===== src/sv/rbtq_pkg.sv =====
// Shared constants, types and helpers for the repeated-block trace query block.
package rbtq_pkg;

  localparam int MAX_BLOCKS  = 64;
  localparam int TRACE_BITS  = 4096;
  localparam int WORD_WIDTH  = 32;
  localparam int STORE_WORDS = TRACE_BITS / WORD_WIDTH;

  localparam int IDX_W    = 6;
  localparam int CNT_W    = 7;
  localparam int WADDR_W  = 7;
  localparam int BIT_W    = 5;
  localparam int SAMPLE_W = 32;
  localparam int OFF_W    = 12;
  localparam int LEN_W    = 13;
  localparam int REP_W    = 32;
  localparam int TLEN_W   = 45;
  localparam int SPAN_W   = 14;
  localparam int IN_W     = 200;
  localparam int OUT_W    = 48;

  typedef enum logic [1:0] {
    CMD_ENTRY = 2'd0,
    CMD_WORD  = 2'd1,
    CMD_QUERY = 2'd2,
    CMD_NONE  = 2'd3
  } cmd_t;

  typedef enum logic [4:0] {
    ST_IDLE,
    ST_FIND,
    ST_DIV_F,
    ST_WAIT_F,
    ST_DIV_L,
    ST_WAIT_L,
    ST_FBIT_RD,
    ST_FBIT_CHK,
    ST_PLAN,
    ST_PART_B,
    ST_PART_C,
    ST_C_RD_L,
    ST_C_RD_F,
    ST_C_SET,
    ST_SCAN_RD,
    ST_SCAN_CHK,
    ST_LEN_RD,
    ST_LEN_MUL,
    ST_LEN_ADD,
    ST_DONE
  } state_t;

  function automatic logic [LEN_W-1:0] eff_len(input logic [LEN_W-1:0] len);
    eff_len = (len == '0) ? LEN_W'(1) : len;
  endfunction

endpackage


===== src/sv/rbtq_store.sv =====
// Trace bit store: one write port, one registered read port.
module rbtq_store import rbtq_pkg::*; (
  input  logic                  clk,
  input  logic                  wr_en,
  input  logic [WADDR_W-1:0]    wr_addr,
  input  logic [WORD_WIDTH-1:0] wr_data,
  input  logic [WADDR_W-1:0]    rd_addr,
  output logic [WORD_WIDTH-1:0] rd_data
);

  logic [WORD_WIDTH-1:0] mem [STORE_WORDS];

  always_ff @(posedge clk) begin
    if (wr_en) mem[wr_addr] <= wr_data;
    rd_data <= mem[rd_addr];
  end

endmodule

===== config.mk =====
export PLATFORM = sky130hd
export DESIGN_NAME = rbtq_store
export DESIGN_NICKNAME = d
export VERILOG_FILES = /design/src/sv/rbtq_pkg.sv /design/src/sv/rbtq_store.sv
export SDC_FILE = /design/constraint.sdc
export NUM_CORES = 2
export LEC_CHECK = 0
export BUFFER_PORTS_ARGS = -buffer_cell sky130_fd_sc_hd__buf_2
export CAP_MARGIN = 20
export CORE_MARGIN = 2
export CORE_UTILIZATION = 55
export CTS_CLUSTER_DIAMETER = 40
export DETAILED_ROUTE_END_ITERATION = 6
export PLACE_DENSITY = 0.7
export SYNTH_ARGS = -nofsm -noshare
export SYNTH_HDL_FRONTEND = slang
export SYNTH_SLANG_ARGS = --single-unit
export TNS_END_PERCENT = 5

===== constraint.sdc =====
create_clock -name clk -period 10.5 [get_ports clk]
set_input_delay 2.1 -clock clk [delete_from_list [all_inputs] [get_ports clk]]
set_output_delay 2.1 -clock clk [all_outputs]
set_load 0.1 [all_outputs]

==> results.txt <==
- Maximum buffer depth of the clock tree: 4
* Cell count after synthesis: 5990
- Worst min-delay path class: flop to flop
- 80 I/O pins were placed.
- After Yosys synthesis, full adders, half adders and majority gates account for 0% of the synthesized area.
- Vias post-DR: around 72000
- Gr busiest metal: met2
* Number of buffer and inverter stages on the critical path: 3
- The multi-input combinational cells in the finished layout cover a total of 32300 sq um.
* Post CTS Setup Buffer Count: 0
- The flow ran to the end, and the final reports show no timing, DRC or antenna violations.
- The count of buffers added on input and output ports is 79.
- Area of the mapped netlist: 156000 sq um
- From bottom edge to top edge, the die measures 537 um.
* Highest clock frequency the design can meet: approximately 0.19 GHz
* Yosys warnings: 0
- The worst path uses about 51% of the clock period.
- Measured against its own limit, the worst slew margin works out to 16.2%.
- The number of gates resized after CTS was 0.
- Fraction of layout instances using a drive strength above 1: a little under two fifths
- Pwr Density: 206 nW/um^2
- By area, the combinational part of the netlist is dominated by multiplexers.
- After floorplanning, the core was divided into 195 placement rows.
* Largest fanout of any net on the critical path: a little under 100
* Synthesized netlist net count: 6038
* Transition at the pin with the smallest max-transition slack: 1.26 ns
* Leakage power of the design: between 50 and 60 nW
* Vias per cell: 6.79
- Count of TritonRoute iterations in the first routing pass: 5
- Clock Sinks: 4128
* Complex-gate fraction of the synthesized area: 0%
* Slew Viols, Final: 0
- The later pin in the worst-skew pair is clocked with a latency of 1.00 ns.
- After clock tree synthesis, the flow added hold-fix buffers numbering 0.
- Final weighted congestion in routability-driven placement: between 0.8 and 0.9
- Synthesized flop and latch total: between 4000 and 5000
- Met2 Usage GRT: between 40 and 50%
- Fin. Hold Viols: 0
* CTS tree: done
* Synth Area in XOR/XNOR: 0%
- Multiplexer cells account for 19.6% of the synthesized area.
* Max-cap violations: 0
* DR DRC count: 0
* Highest-delay cell along the critical path: buf_4
- Setup repair after global routing missed its margin: no
- Type of the worst setup path: primary input to flop
* H-tree levels: 5
- Met3 GRT Util: 5.38%
- STA classifies the critical path startpoint as a primary input.
- The clock arrives with between 0.07 and 0.08 ns of skew.
- In the final layout, flip-flops and latches occupy 124000 sq um.
* Met1 global-route usage: 40.1%
- In this design, the critical path's most frequently occurring cell is mux4_2.
- Number of antenna violations at the first check in global routing: 50
- The worst register-to-register path has a setup slack of 7.72 ns.
- Data arrives at the worst endpoint at 6.20 ns.
- Utilization after layout: 63.5%
- Cell at the root of the clock tree: clkbuf_16
* Worst hold stages: 4
* Placeable core area: 283000 sq um
- After clock tree synthesis, the clock-pin slew on the worst setup and hold paths is 0.06 ns.
- Worst R2R End: rd_data[9]
- Global routing finished with a remaining overflow of 0.
* Shortest period the worst path allows: 5.35 ns
- Number of different library cells in the post-synthesis netlist: 17
- For this run, the slowest stage of the critical path takes approximately 0.64 ns.
- Routed wirelength normalized by instance count: 38.8 um
- Number of nets still failing antenna checks after routing: 0
- Overall die area: between 200000 and 300000 sq um
* GRT Overall Usage: 28.9%
- TritonCTS Buffers: 475
- In the final timing run, aggregate negative setup slack is 0 ns.
- Vias in the first global route: 72349
* Setup violations, final: 0
- Starting density of the core: 55.3%
- Sequential cells were found to cover 79.1% of the synthesized design area.
- Worst-case vdd ir drop: 215 uV
* Required time at the endpoint of the critical path: 11.35 ns
- The synthesized netlist devotes less than 1% of its cell area to simple gates.
- From synthesis to final layout, the design area changed by 14.8%.
- The average instance in the mapped netlist occupies 26.1 sq um.
- The HPWL after detailed placement is 216 mm.
- Maximum number of pins on one net before global-route repair: 128
- Fillers: approximately 18000
* Wire length of the first global-routing pass: between 500 and 600 mm
- Count of nets after finishing: 6486
- Depth of the most critical reg-to-reg path: 4
* Cell chain of the critical path: buf_12, buf_4, buf_4, mux4_2, mux4_2, mux4_2, mux2_2
* Critical register-to-register path startpoint: mem[126][9]
- For this block, the initial DRC count from the detailed router was 11567.
- Worst Hold Endpoint: rd_data[24]
* Width of the die: between 500 and 600 um
- Startpoint of the lowest-slack hold path: mem[93][24]
- WL final: 413 mm
- The worst setup path is captured at a flop.
- Critical path's top delay family: multiplexers
power by group:
part           switching, W  total, W  internal [W]
Sequential        0.0000794    0.0183        0.0182
Combinational       0.00126   0.00191      0.000653
Clock               0.00692    0.0168       0.00992
routing by layer:
metal | routed length [um] | vias to the layer above
li1 | - | 27457
met1 | 147000 | 39165
met2 | 197000 | 4809
met3 | 45700 | 812
met4 | 22900 | 20
met5 | 128 | -
state kept, by name (all words and copies together), names as in the netlist:
register  count
mem        4096
rd_data      32
cells in the final DEF (no fill, tap or decap), types with 4 or more instances in the layout:
master,netlist,routed
diode_2,0,42
inv_8,0,12
inv_16,0,4
buf_12,0,23
clkinv_2,0,75
edfxtp_1,4096,4096
clkinv_16,0,10
clkinv_8,0,4
clkbuf_16,0,482
clkinv_4,0,55
nand3_2,0,4
bufinv_16,0,54
clkinvlp_4,0,47
nor2_4,0,119
nand2_1,14,11
clkinv_1,0,56
buf_4,3,218
clkbuf_1,182,40
clkbuf_8,0,7
nor3_2,0,9
mux2_2,32,32
nor2b_1,7,7
nand3_1,12,8
inv_6,0,51
buf_2,79,41
dfxtp_1,32,32
mux4_2,1344,1344
worst max path at each step:
| stage | from | to | depth (start not counted) |
|---|---|---|---|
| floorplan | wr_en | mem[98][0] | 3 |
| global placement | rd_addr[0] | rd_data[6] | 7 |
| detailed placement | rd_addr[0] | rd_data[6] | 7 |
| CTS | rd_addr[0] | rd_data[6] | 7 |
| global route | rd_addr[0] | rd_data[6] | 7 |
| finish | rd_addr[0] | rd_data[6] | 7 |
stage by stage:
step / instance area, sq um / std cells / hold slack, ns / power (W) / setup slack [ns]
finish: 179000 / 10643 / 1.11 / 0.0370 / 5.15
global route: 179000 / 10623 / 1.15 / 0.0378 / 4.97
CTS: 179000 / 10600 / 1.12 / 0.0372 / 5.15
detailed placement: 163000 / 9703 / 1.13 / 0.0205 / 4.16
global placement: 163000 / 9702 / 1.12 / 0.0205 / 4.15
floorplan: 156000 / 5990 / 1.07 / 0.0196 / 5.16
Yosys cell counts:
cell	instances	area share, %
nand4_1	3	0.012
buf_1	50	0.12
edfxtp_1	4096	79
buf_6	2	0.014
nand2b_1	2	0.0080
buf_4	3	0.014
nor2_1	122	0.29
dfxtp_1	32	0.41
nor3_1	9	0.029
clkbuf_1	182	0.44
buf_2	79	0.25
nand3_1	12	0.038
nand2_1	14	0.034
nor2b_1	7	0.028
or3_1	1	0.0040
mux2_2	32	0.23
mux4_2	1344	19
cell families after synthesis:
group / Yosys count
simple gates: 170
mux: 1376
flops: 4128
buf+inv: 316
tightest hold or removal path: cells and delay by family (launching register included):
| family | cells | cell delay [ns] |
|---|---|---|
| flops | 1 | 0.31 |
| mux | 4 | 0.81 |
cell type report:
class	instances	area share (%)
clock inverter	368	2.27
timing repair buffer	287	1.33
clock buffer	529	6.86
sequential	4128	68.9
tap	3743	2.61
multi-input combinational	1546	18.0
antenna	42	0.0586
Power figures use the tool's default switching activity.
