$ cat src/sv/rbtq_pkg.sv
// Shared constants, types and helpers for the repeated-block trace query block.
package rbtq_pkg;

  localparam int MAX_BLOCKS  = 64;
  localparam int TRACE_BITS  = 4096;
  localparam int WORD_WIDTH  = 32;
  localparam int STORE_WORDS = TRACE_BITS / WORD_WIDTH;

  localparam int IDX_W    = 6;
  localparam int CNT_W    = 7;
  localparam int WADDR_W  = 7;
  localparam int BIT_W    = 5;
  localparam int SAMPLE_W = 32;
  localparam int OFF_W    = 12;
  localparam int LEN_W    = 13;
  localparam int REP_W    = 32;
  localparam int TLEN_W   = 45;
  localparam int SPAN_W   = 14;
  localparam int IN_W     = 200;
  localparam int OUT_W    = 48;

  typedef enum logic [1:0] {
    CMD_ENTRY = 2'd0,
    CMD_WORD  = 2'd1,
    CMD_QUERY = 2'd2,
    CMD_NONE  = 2'd3
  } cmd_t;

  typedef enum logic [4:0] {
    ST_IDLE,
    ST_FIND,
    ST_DIV_F,
    ST_WAIT_F,
    ST_DIV_L,
    ST_WAIT_L,
    ST_FBIT_RD,
    ST_FBIT_CHK,
    ST_PLAN,
    ST_PART_B,
    ST_PART_C,
    ST_C_RD_L,
    ST_C_RD_F,
    ST_C_SET,
    ST_SCAN_RD,
    ST_SCAN_CHK,
    ST_LEN_RD,
    ST_LEN_MUL,
    ST_LEN_ADD,
    ST_DONE
  } state_t;

  function automatic logic [LEN_W-1:0] eff_len(input logic [LEN_W-1:0] len);
    eff_len = (len == '0) ? LEN_W'(1) : len;
  endfunction

endpackage

$ cat src/sv/rbtq_div.sv
// Restoring divider, one quotient bit per cycle.
module rbtq_div import rbtq_pkg::*; (
  input  logic                clk,
  input  logic                rst_n,
  input  logic                start,
  input  logic [SAMPLE_W-1:0] dividend,
  input  logic [LEN_W-1:0]    divisor,
  output logic                busy,
  output logic [SAMPLE_W-1:0] quotient,
  output logic [LEN_W-1:0]    remainder
);

  logic [5:0]          cnt_r;
  logic                busy_r;
  logic [SAMPLE_W-1:0] quo_r;
  logic [LEN_W-1:0]    rem_r;
  logic [LEN_W-1:0]    dvs_r;
  logic [LEN_W:0]      trial;
  logic [LEN_W:0]      diff;
  logic                fits;

  assign trial = {rem_r, quo_r[SAMPLE_W-1]};
  assign fits  = trial >= {1'b0, dvs_r};
  assign diff  = trial - {1'b0, dvs_r};

  always_ff @(posedge clk) begin
    if (!rst_n) begin
      busy_r <= 1'b0;
      cnt_r  <= '0;
    end else if (start) begin
      busy_r <= 1'b1;
      cnt_r  <= '0;
      quo_r  <= dividend;
      rem_r  <= '0;
      dvs_r  <= divisor;
    end else if (busy_r) begin
      rem_r <= fits ? diff[LEN_W-1:0] : trial[LEN_W-1:0];
      quo_r <= {quo_r[SAMPLE_W-2:0], fits};
      cnt_r <= cnt_r + 6'd1;
      if (cnt_r == 6'(SAMPLE_W - 1)) busy_r <= 1'b0;
    end
  end

  assign busy      = busy_r;
  assign quotient  = quo_r;
  assign remainder = rem_r;

endmodule

$ cat config.mk
export PLATFORM = sky130hd
export DESIGN_NAME = rbtq_div
export DESIGN_NICKNAME = d
export VERILOG_FILES = /design/src/sv/rbtq_pkg.sv /design/src/sv/rbtq_div.sv
export SDC_FILE = /design/constraint.sdc
export NUM_CORES = 1
export LEC_CHECK = 0
export BUFFER_PORTS_ARGS = -buffer_cell sky130_fd_sc_hd__buf_2
export CORE_UTILIZATION = 40
export CTS_CLUSTER_SIZE = 16
export DETAILED_ROUTE_END_ITERATION = 8
export MAX_ROUTING_LAYER = met4
export PLACE_DENSITY = 0.67
export SLEW_MARGIN = 30
export SYNTH_ARGS = -nofsm -noshare
export SYNTH_HDL_FRONTEND = slang
export SYNTH_SLANG_ARGS = --single-unit
$ cat constraint.sdc
create_clock -name clk -period 2.9 [get_ports clk]
set_clock_uncertainty 0.05 [all_clocks]
set_input_delay 0.29 -clock clk [delete_from_list [all_inputs] [get_ports clk]]
set_output_delay 0.29 -clock clk [all_outputs]
set_load 0.1 [all_outputs]
==> run metrics, run 1 <==
Seq pwr share=40.7%; GP Congestion=0.821; slowest CP cell=edfxtp_1; Seq/Total Area, Yosys=57.2%; most common cell after layout, fill and taps aside=buf_2; first-pass GRT wire length=10100 um; hold_buf cts=0; worst-path cell chain=inv_1, ha_2, inv_2, fa_2, a21o_1, a221oi_4, o21ai_0, a221oi_2, xor2_1, a211oi_1; DR pass1 iterations=5; power consumption=2810 uW; Sw Share=34.9%; worst min path class=input port to register; Die W=92.7 um; starting density of the core=41.9%; placed cells=440; crit-path leading delay family=compound AO/OA/AOI/OAI gates; most frequent cells in the layout=93 x buf_2, 58 x edfxtp_1, 32 x mux2_2; Internal Pwr Total=1830 uW; CP Max Fanout=3; Power per Cell Area=683 mW/mm^2; die area=0.00859 sq mm; Fin. Hold Viols=0; vias in the first global route=2128; HPWL Detailed=4630 um; io pins=94; worst-case vdd ir drop=446 uV; routed vias/inst=4.94; Leak Pwr=0.00173 uW; Final Cycle Share=93.1%; Slew Viols, Final=0; Worst Max-Slew Pin Slew=0.745 ns; layout cells sized above 1=43.2%; Syn Inst Count=251; initial antenna violation count=0; DRC=0; final setup fails=0; critical path class=register to register; Num Clock Sinks=65; unrepaired setup endpoints after global routing=false; Slew HR=50.3%; I/O Buffers=93; DR vias=2251; Min Hold Slack=0.0693 ns; Post-Syn Area=0.00329 sq mm; H-Tree Depth=3; Rows=32; clock-pin slew on the worst setup and hold paths=0.08 ns; endpoint class of the critical path=register; remaining antenna violation count after routing=0; clk buf depth=2; CTS root buffer=clkbuf_8; FF+latch count, synth=65; Max-Cap Viols=0; Die Ht=92.7 um; final std cells w/o fill=456; switching power=978 uW; synth-to-layout area growth=25.0%; core area=0.00785 sq mm; Synthesized Nets=314; worst skew pair latency=0.34 ns; Worst path max stage delay=0.41 ns; Post-CTS Resized=0; post-synth cell types=40; ant diodes=0; Synth area leader=edfxtp_1; Num CTS Buffers=9; Synth Area per Inst=13.1 sq um; Setup Buffers After CTS=0; fmax=0.370 GHz; CP startpoint kind=register; CTS tree=done; Synth top area share=53.0%; status=completed; pin count of the biggest net entering global routing=33; crit path buf inv count=2; Tmin final=2.70 ns; top cells by area, synth=edfxtp_1 53%, mux2_2 11%, ha_1 5.3%, dfxtp_1 4.3%, mux2i_1 2.7%; WL/cell=13.9 um; clock network power share=29.9%; synth warn=0; DRT iter0 DRCs=64; Worst Path Required=2.93 ns; GRT Residual Overflow=0; fin nets=412; final WL=6350 um; Data arrival, critical path=2.73 ns; gr usage total=16.0%; Logic pwr share=29.4%
per-stage QoR:
step,instance area (sq um),util [%],setup TNS [ns],setup slack (ns)
detailed placement,3870,49.4,0,0.154
CTS,4090,52.1,0,0.129
finish,4110,52.4,0,0.199
global route,4110,52.4,0,0.0433
global placement,3870,49.4,0,0.259
floorplan,3290,-,-1.79,-0.259
metal layers:
| layer | global-route usage (%) | vias up | wire length [um] |
|---|---|---|---|
| met5 | - | - | 0 |
| met4 | 5.64 | 0 | 55 |
| met3 | 5.01 | 5 | 375 |
| met2 | 23.6 | 69 | 2900 |
| met1 | 20.7 | 1050 | 3020 |
| li1 | - | 1127 | - |
registers in the layout, summed over array words and instances (netlist names):
signal / cells
quotient: 32
dvs_r: 13
remainder: 13
cnt_r: 6
busy: 1
worst paths after layout:
kind                startpoint             to  slack, ns  depth (start not counted)
setup reg to reg  quotient[31]  remainder[12]       0.20                         10
setup / recovery  quotient[31]  remainder[12]       0.20                         10
hold reg to reg       cnt_r[5]       cnt_r[5]       0.45                          2
hold / removal      divisor[1]       dvs_r[1]       0.07                          1
synthesized netlist by cell type, drive strengths merged:
cell type / number
nand2b: 3
a211o: 1
dfxtp: 7
and2: 1
nand4: 5
and3b: 1
nor2: 22
a21oi: 11
fa: 1
mux2: 32
o21ai: 4
a221oi: 2
o211ai: 3
o31ai: 3
a21o: 5
o21a: 4
clkbuf: 7
xor2: 5
mux2i: 9
o41a: 1
inv: 18
o22ai: 1
a211oi: 3
buf: 3
a41o: 1
edfxtp: 58
nor4b: 1
o21ba: 1
ha: 14
or3: 2
xnor2: 8
nand3: 3
or2: 2
nand2: 8
and3: 1
final cells by class:
cell class              instances  area, sq um
well taps                     102          128
clock inverters                 7         93.8
clock buffers                   9          124
flip-flops and latches         65         1880
fillers                       723         3740
inverters                      18         67.6
multi-input cells             158         1310
repair buffers                 97          508
power by group through the flow:
stage                     Clock (uW)  Sequential [uW]  Combinational (uW)
after floorplan                    0             1510                 333
after global placement             0             1160                 813
after detailed placement           0             1160                 820
after CTS                        864             1140                 821
after global routing             896             1150                 884
final                            838             1140                 825
logic make-up (layout without fill, tap and decap cells):
logic type               count (synthesis)  count (layout)  share of synthesized area, %
AND/OR/NAND/NOR                         49              49                          7.08
buffers and inverters                   28             131                          3.77
adder cells (fa/ha/maj)                 15              15                          5.94
multiplexers                            41              41                          13.7
flip-flops                              65              65                          57.2
XOR/XNOR                                13              13                          3.46
AO/OA/AOI/OAI                           40              40                          8.83
Note: power is estimated with default switching activity, not from simulation.
==> inputs of run 2 (changes only) <==
- BUFFER_PORTS_ARGS: -buffer_cell sky130_fd_sc_hd__buf_2 -> unset
- DONT_BUFFER_PORTS: unset -> 1
- PLACE_DENSITY: 0.67 -> unset
- clock period: 2.9 -> 3.1 ns (I/O delays scaled with it)
==> run 2 against run 1 <==
Effect of this change:
- global-route usage decreased by 0.34 points
- sequential cell count stayed put
- cell count decreased by 16%
- combinational power down 35%
- clock power fell by 5.4%
- non-clock buffer count down 71
- utilization decreased by 3.7 points
- fmax decreased by 2.8%
- register-to-register slack gained 0.12 ns
- die area unchanged
- sequential power up 9.6%
- critical path type unchanged
==> run metrics, run 2 (synthesis results as in run 1) <==
DR pass1 iterations=4 (-1); final setup fails=0 (unchanged); initial antenna violation count=0 (unchanged); routed vias/inst=5.31 (+7.7%); worst skew pair latency=0.34 ns (about the same); pin count of the biggest net entering global routing=49 (+48%); Tmin final=2.78 ns (+0.0767 ns); die area=0.00859 sq mm (unchanged); final core utilization=48.6% (-3.7 points); Leak Pwr=0.00146 uW (-16%); Num Clock Sinks=65 (unchanged); clk buf depth=2 (unchanged); fin nets=341 (-17%); worst-path cell chain=inv_1, ha_2, inv_2, fa_2, a21o_1, a221oi_2, o31ai_2, a41o_2, mux2_2; status=completed; Num CTS Buffers=9 (unchanged); r2r setup slk=0.32 ns (+0.12 ns); clock-pin slew on the worst setup and hold paths=0.07 ns (about the same); worst-case vdd ir drop=287 uV (-36%); worst min path class=input port to register; Slew HR=35.9% (-14 points); max reg flops=32 (unchanged); endpoint class of the critical path=register; ant diodes=0 (unchanged); vias in the first global route=1924 (-9.6%); DRC=0 (unchanged); unrepaired setup endpoints after global routing=false; hold wc startpoint=divisor[0]; most frequent cells in the layout=58 x edfxtp_1, 32 x mux2_2, 22 x nor2_1; remaining antenna violation count after routing=0 (unchanged); Worst path max stage delay=0.46 ns (+0.05 ns); CP startpoint kind=register; Final Cycle Share=89.6% (-3.5 points); area post-placement=0.00350 sq mm (-9.7%); CTS tree=done; Fin. Hold Viols=0 (unchanged); final setup TNS=0 ns (unchanged); DRT iter0 DRCs=87 (+36%); first-pass GRT wire length=9760 um (-3.8%); Die W=92.7 um (unchanged); GP Congestion=0.775 (-5.6%); HPWL Detailed=4450 um (-4.0%); Rows=32 (unchanged); Power per Cell Area=677 mW/mm^2 (-0.81%); WL/cell=16.6 um (+19%); I/O Buffers=0 (-100%); most common cell after layout, fill and taps aside=edfxtp_1; power consumption=2590 uW (-7.8%); DR vias=2046 (-9.1%); final WL=6400 um (+0.72%); io pins=94 (unchanged); core area=0.00785 sq mm (unchanged); Data arrival, critical path=2.81 ns (+0.08 ns); Slew Viols, Final=0 (unchanged); Worst Max-Slew Pin Slew=0.961 ns (+0.216 ns); Max-Cap Viols=0 (unchanged); critical path class=register to register; synth-to-layout area growth=16.1%; layout cells sized above 1=25.4% (-18 points); R2R depth=9 (-1); crit path buf inv count=2 (unchanged); GRT Residual Overflow=0 (unchanged); crit-path leading delay family=compound AO/OA/AOI/OAI gates; CTS root buffer=clkbuf_8; Worst Path Required=3.13 ns (+0.20 ns); final instance area=0.00382 sq mm (-7.1%); Die Ht=92.7 um (unchanged); RR Startpoint=quotient[31]; Worst Hold End=dvs_r[0]; fmax=0.360 GHz (-2.8%); r2r endpoint=quotient[0]; gr usage total=15.6% (-0.34 points); slowest CP cell=a41o_2; starting density of the core=41.9% (unchanged); CP Max Fanout=19 (+16); Hold Path Stages=0 (-1); H-Tree Depth=3 (unchanged)
-- run 2: what timing repair did --
| item | CTS | global route |
|---|---|---|
| endpoints found under the hold margin | 10 | 0 |
| endpoints found under the setup margin | 0 | 3 |
| hold buffers | 10 | 0 |
| buffers inserted | 0 | 0 |
| gates resized for setup | 0 | 1 |
-- run 2: where the power goes --
group          internal, uW  switching [uW]
combinational           198             342
clock                   453             340
sequential             1040             218
-- run 2: final cells by class --
type,instances,area [sq um]
clock buffers,9,124
clock inverters,7,93.8
fillers,738,4030
inverters,18,67.6
multi-input cells,158,1290
flip-flops and latches,65,1880
well taps,102,128
repair buffers,26,233
-- run 2: how the worst max path moves through the flow --
stage,startpoint,endpoint,slack [ns],depth (start not counted)
global route,quotient[31],remainder[12],0.15,10
CTS,quotient[31],quotient[0],0.14,9
global placement,quotient[31],quotient[0],0.21,9
finish,quotient[31],quotient[0],0.32,9
detailed placement,quotient[31],quotient[0],0.16,9
floorplan,quotient[31],quotient[0],-0.06,11
-- run 2: per-layer routing --
metal  vias up  global-route usage, %  routed length (um)
met5         -                      -                   0
li1        979                      -                   -
met1       984                   20.5                2900
met4         0                   7.95                  99
met3        13                   3.20                 317
met2        70                   23.0                3080
-- run 2: per-stage QoR --
step	worst slack (ns)	hold slack [ns]	std cells
4_1_cts	0.144	0.00128	385
5_1_grt	0.148	0.00538	385
3_5_place_dp	0.158	0.359	359
2_1_floorplan	-0.0594	0.359	251
6_report	0.323	0.0232	385
3_3_place_gp	0.213	0.359	359
==> inputs of run 3 (changes only) <==
- clock period: 3.1 -> 3.3 ns (I/O delays scaled with it)
==> run 3 against run 2 <==
Effect of this change:
- first-iteration DRC count up 10%
- critical path depth unchanged
- non-clock buffer count down 10
- clock power down 5.7%
- utilization down 1.5 points
- fmax down 7.9%
- critical endpoint unchanged
- largest cell class unchanged
==> run metrics, run 3 (synthesis results as in run 1) <==
DR WL met3=351 um (+11%); unrepaired setup endpoints after global routing=false; gr usage total=16.4% (+0.79 points); CP startpoint kind=register; Num Clock Sinks=65 (unchanged); synth-to-layout area growth=12.5%; fin nets=331 (-2.9%); core area=0.00785 sq mm (unchanged); max reg flops=32 (unchanged); hold_buf cts=0 (-10); initial antenna violation count=0 (unchanged); Post-CTS Resized=0 (unchanged); ant diodes=0 (unchanged); Die Ht=92.7 um (unchanged); remaining antenna violation count after routing=0 (unchanged); Tmin final=3.01 ns (+0.237 ns); critical path class=register to register; final setup fails=0 (unchanged); clock-pin slew on the worst setup and hold paths=0.07 ns (about the same); Final Cycle Share=91.3% (+1.8 points); worst-case vdd ir drop=250 uV (-13%); pin count of the biggest net entering global routing=49 (unchanged); final WL=6400 um (about the same); most frequent cells in the layout=58 x edfxtp_1, 32 x mux2_2, 22 x nor2_1; r2r endpoint=quotient[0]; met2 WL post-DR=2910 um (-5.4%); r2r setup slk=0.29 ns (-0.04 ns); clk buf depth=2 (unchanged); DR vias=1934 (-5.5%); Fin. Hold Viols=0 (unchanged); routed vias/inst=5.16 (-3.0%); Hold Path Stages=0 (unchanged); Rows=32 (unchanged); first-pass GRT wire length=10100 um (+3.9%); CP Max Fanout=19 (unchanged); Slew Viols, Final=0 (unchanged); R2R depth=9 (unchanged); layout cells sized above 1=24.9% (-0.53 points); power consumption=2420 uW (-6.3%); Die W=92.7 um (unchanged); Worst Path Required=3.34 ns (+0.21 ns); I/O Buffers=0 (unchanged); GRT Residual Overflow=0 (unchanged); DRT iter0 DRCs=96 (+10%); CTS tree=done; Setup Buffers After CTS=0 (unchanged); HPWL Detailed=4370 um (-1.7%); io pins=94 (unchanged); status=completed; Worst Hold End=dvs_r[8]; Num CTS Buffers=9 (unchanged); DR pass1 iterations=4 (unchanged); fmax=0.332 GHz (-7.9%); CTS root buffer=clkbuf_8; DRC=0 (unchanged); H-Tree Depth=3 (unchanged); endpoint class of the critical path=register; Leak Pwr=0.00142 uW (-2.9%); worst min path class=input port to register; M1 WL=3010 um (+3.5%); worst skew pair latency=0.35 ns (about the same); Worst Max-Slew Pin Slew=0.952 ns (-0.00938 ns); GP Congestion=0.753 (-2.9%); Slew HR=36.5% (+0.63 points); Data arrival, critical path=3.06 ns (+0.25 ns); top layer in use=met4; Power per Cell Area=655 mW/mm^2 (-3.3%); WL/cell=17.1 um (+2.7%); die area=0.00859 sq mm (unchanged); RR Startpoint=quotient[31]; Max-Cap Viols=0 (unchanged); final setup TNS=0 ns (unchanged); vias in the first global route=1875 (-2.5%); most common cell after layout, fill and taps aside=edfxtp_1; starting density of the core=41.9% (unchanged); hold wc startpoint=divisor[8]
run 3: critical path, stage by stage, from the launching register on:
cell      delay, ns
edfxtp_1       0.40
inv_1          0.08
ha_1           0.15
inv_1          0.05
fa_1           0.40
a21o_1         0.22
a221oi_2       0.34
o31ai_2        0.11
a41o_1         0.55
mux2_2         0.40
run 3: how the worst max path moves through the flow:
stage                       startpoint     endpoint  slack [ns]  depth (start not counted)
after floorplan           quotient[31]  quotient[0]         0.1                         11
after global placement    quotient[31]  quotient[0]        0.37                          9
after detailed placement  quotient[31]  quotient[0]        0.31                          9
after CTS                 quotient[31]  quotient[0]        0.26                          9
after global routing      quotient[31]  quotient[0]        0.08                          9
final                     quotient[31]  quotient[0]        0.29                          9
run 3: through the flow:
step | cells | worst slack [ns] | hold WS (ns) | cell area, sq um | utilization [%]
2_1_floorplan | 251 | 0.0989 | 0.379 | 3290 | -
3_3_place_gp | 359 | 0.368 | 0.379 | 3480 | 44.4
3_5_place_dp | 359 | 0.307 | 0.379 | 3480 | 44.4
4_1_cts | 375 | 0.256 | 0.0100 | 3700 | 47.1
5_1_grt | 375 | 0.0803 | 0.00703 | 3700 | 47.1
6_report | 375 | 0.286 | 0.0295 | 3700 | 47.1
run 3: power breakdown:
part	switching, uW	internal (uW)	leakage (uW)
Combinational	320	175	0.000700
Clock	320	428	0.000107
Sequential	205	973	0.000610
Total	846	1580	0.00142
run 3: cell type report:
| type | instances | area (sq um) |
|---|---|---|
| Fill cell | 731 | 4150 |
| Sequential cell | 65 | 1880 |
| Multi-Input combinational cell | 158 | 1280 |
| Clock buffer | 10 | 128 |
| Tap cell | 102 | 128 |
| Timing Repair Buffer | 16 | 120 |
| Clock inverter | 6 | 90.1 |
| Inverter | 18 | 67.6 |
run 3: metal layers:
metal	vias up	global-route usage [%]
met1	914	21.8
met5	-	-
met4	0	8.46
met2	50	23.1
li1	959	-
met3	11	4.19
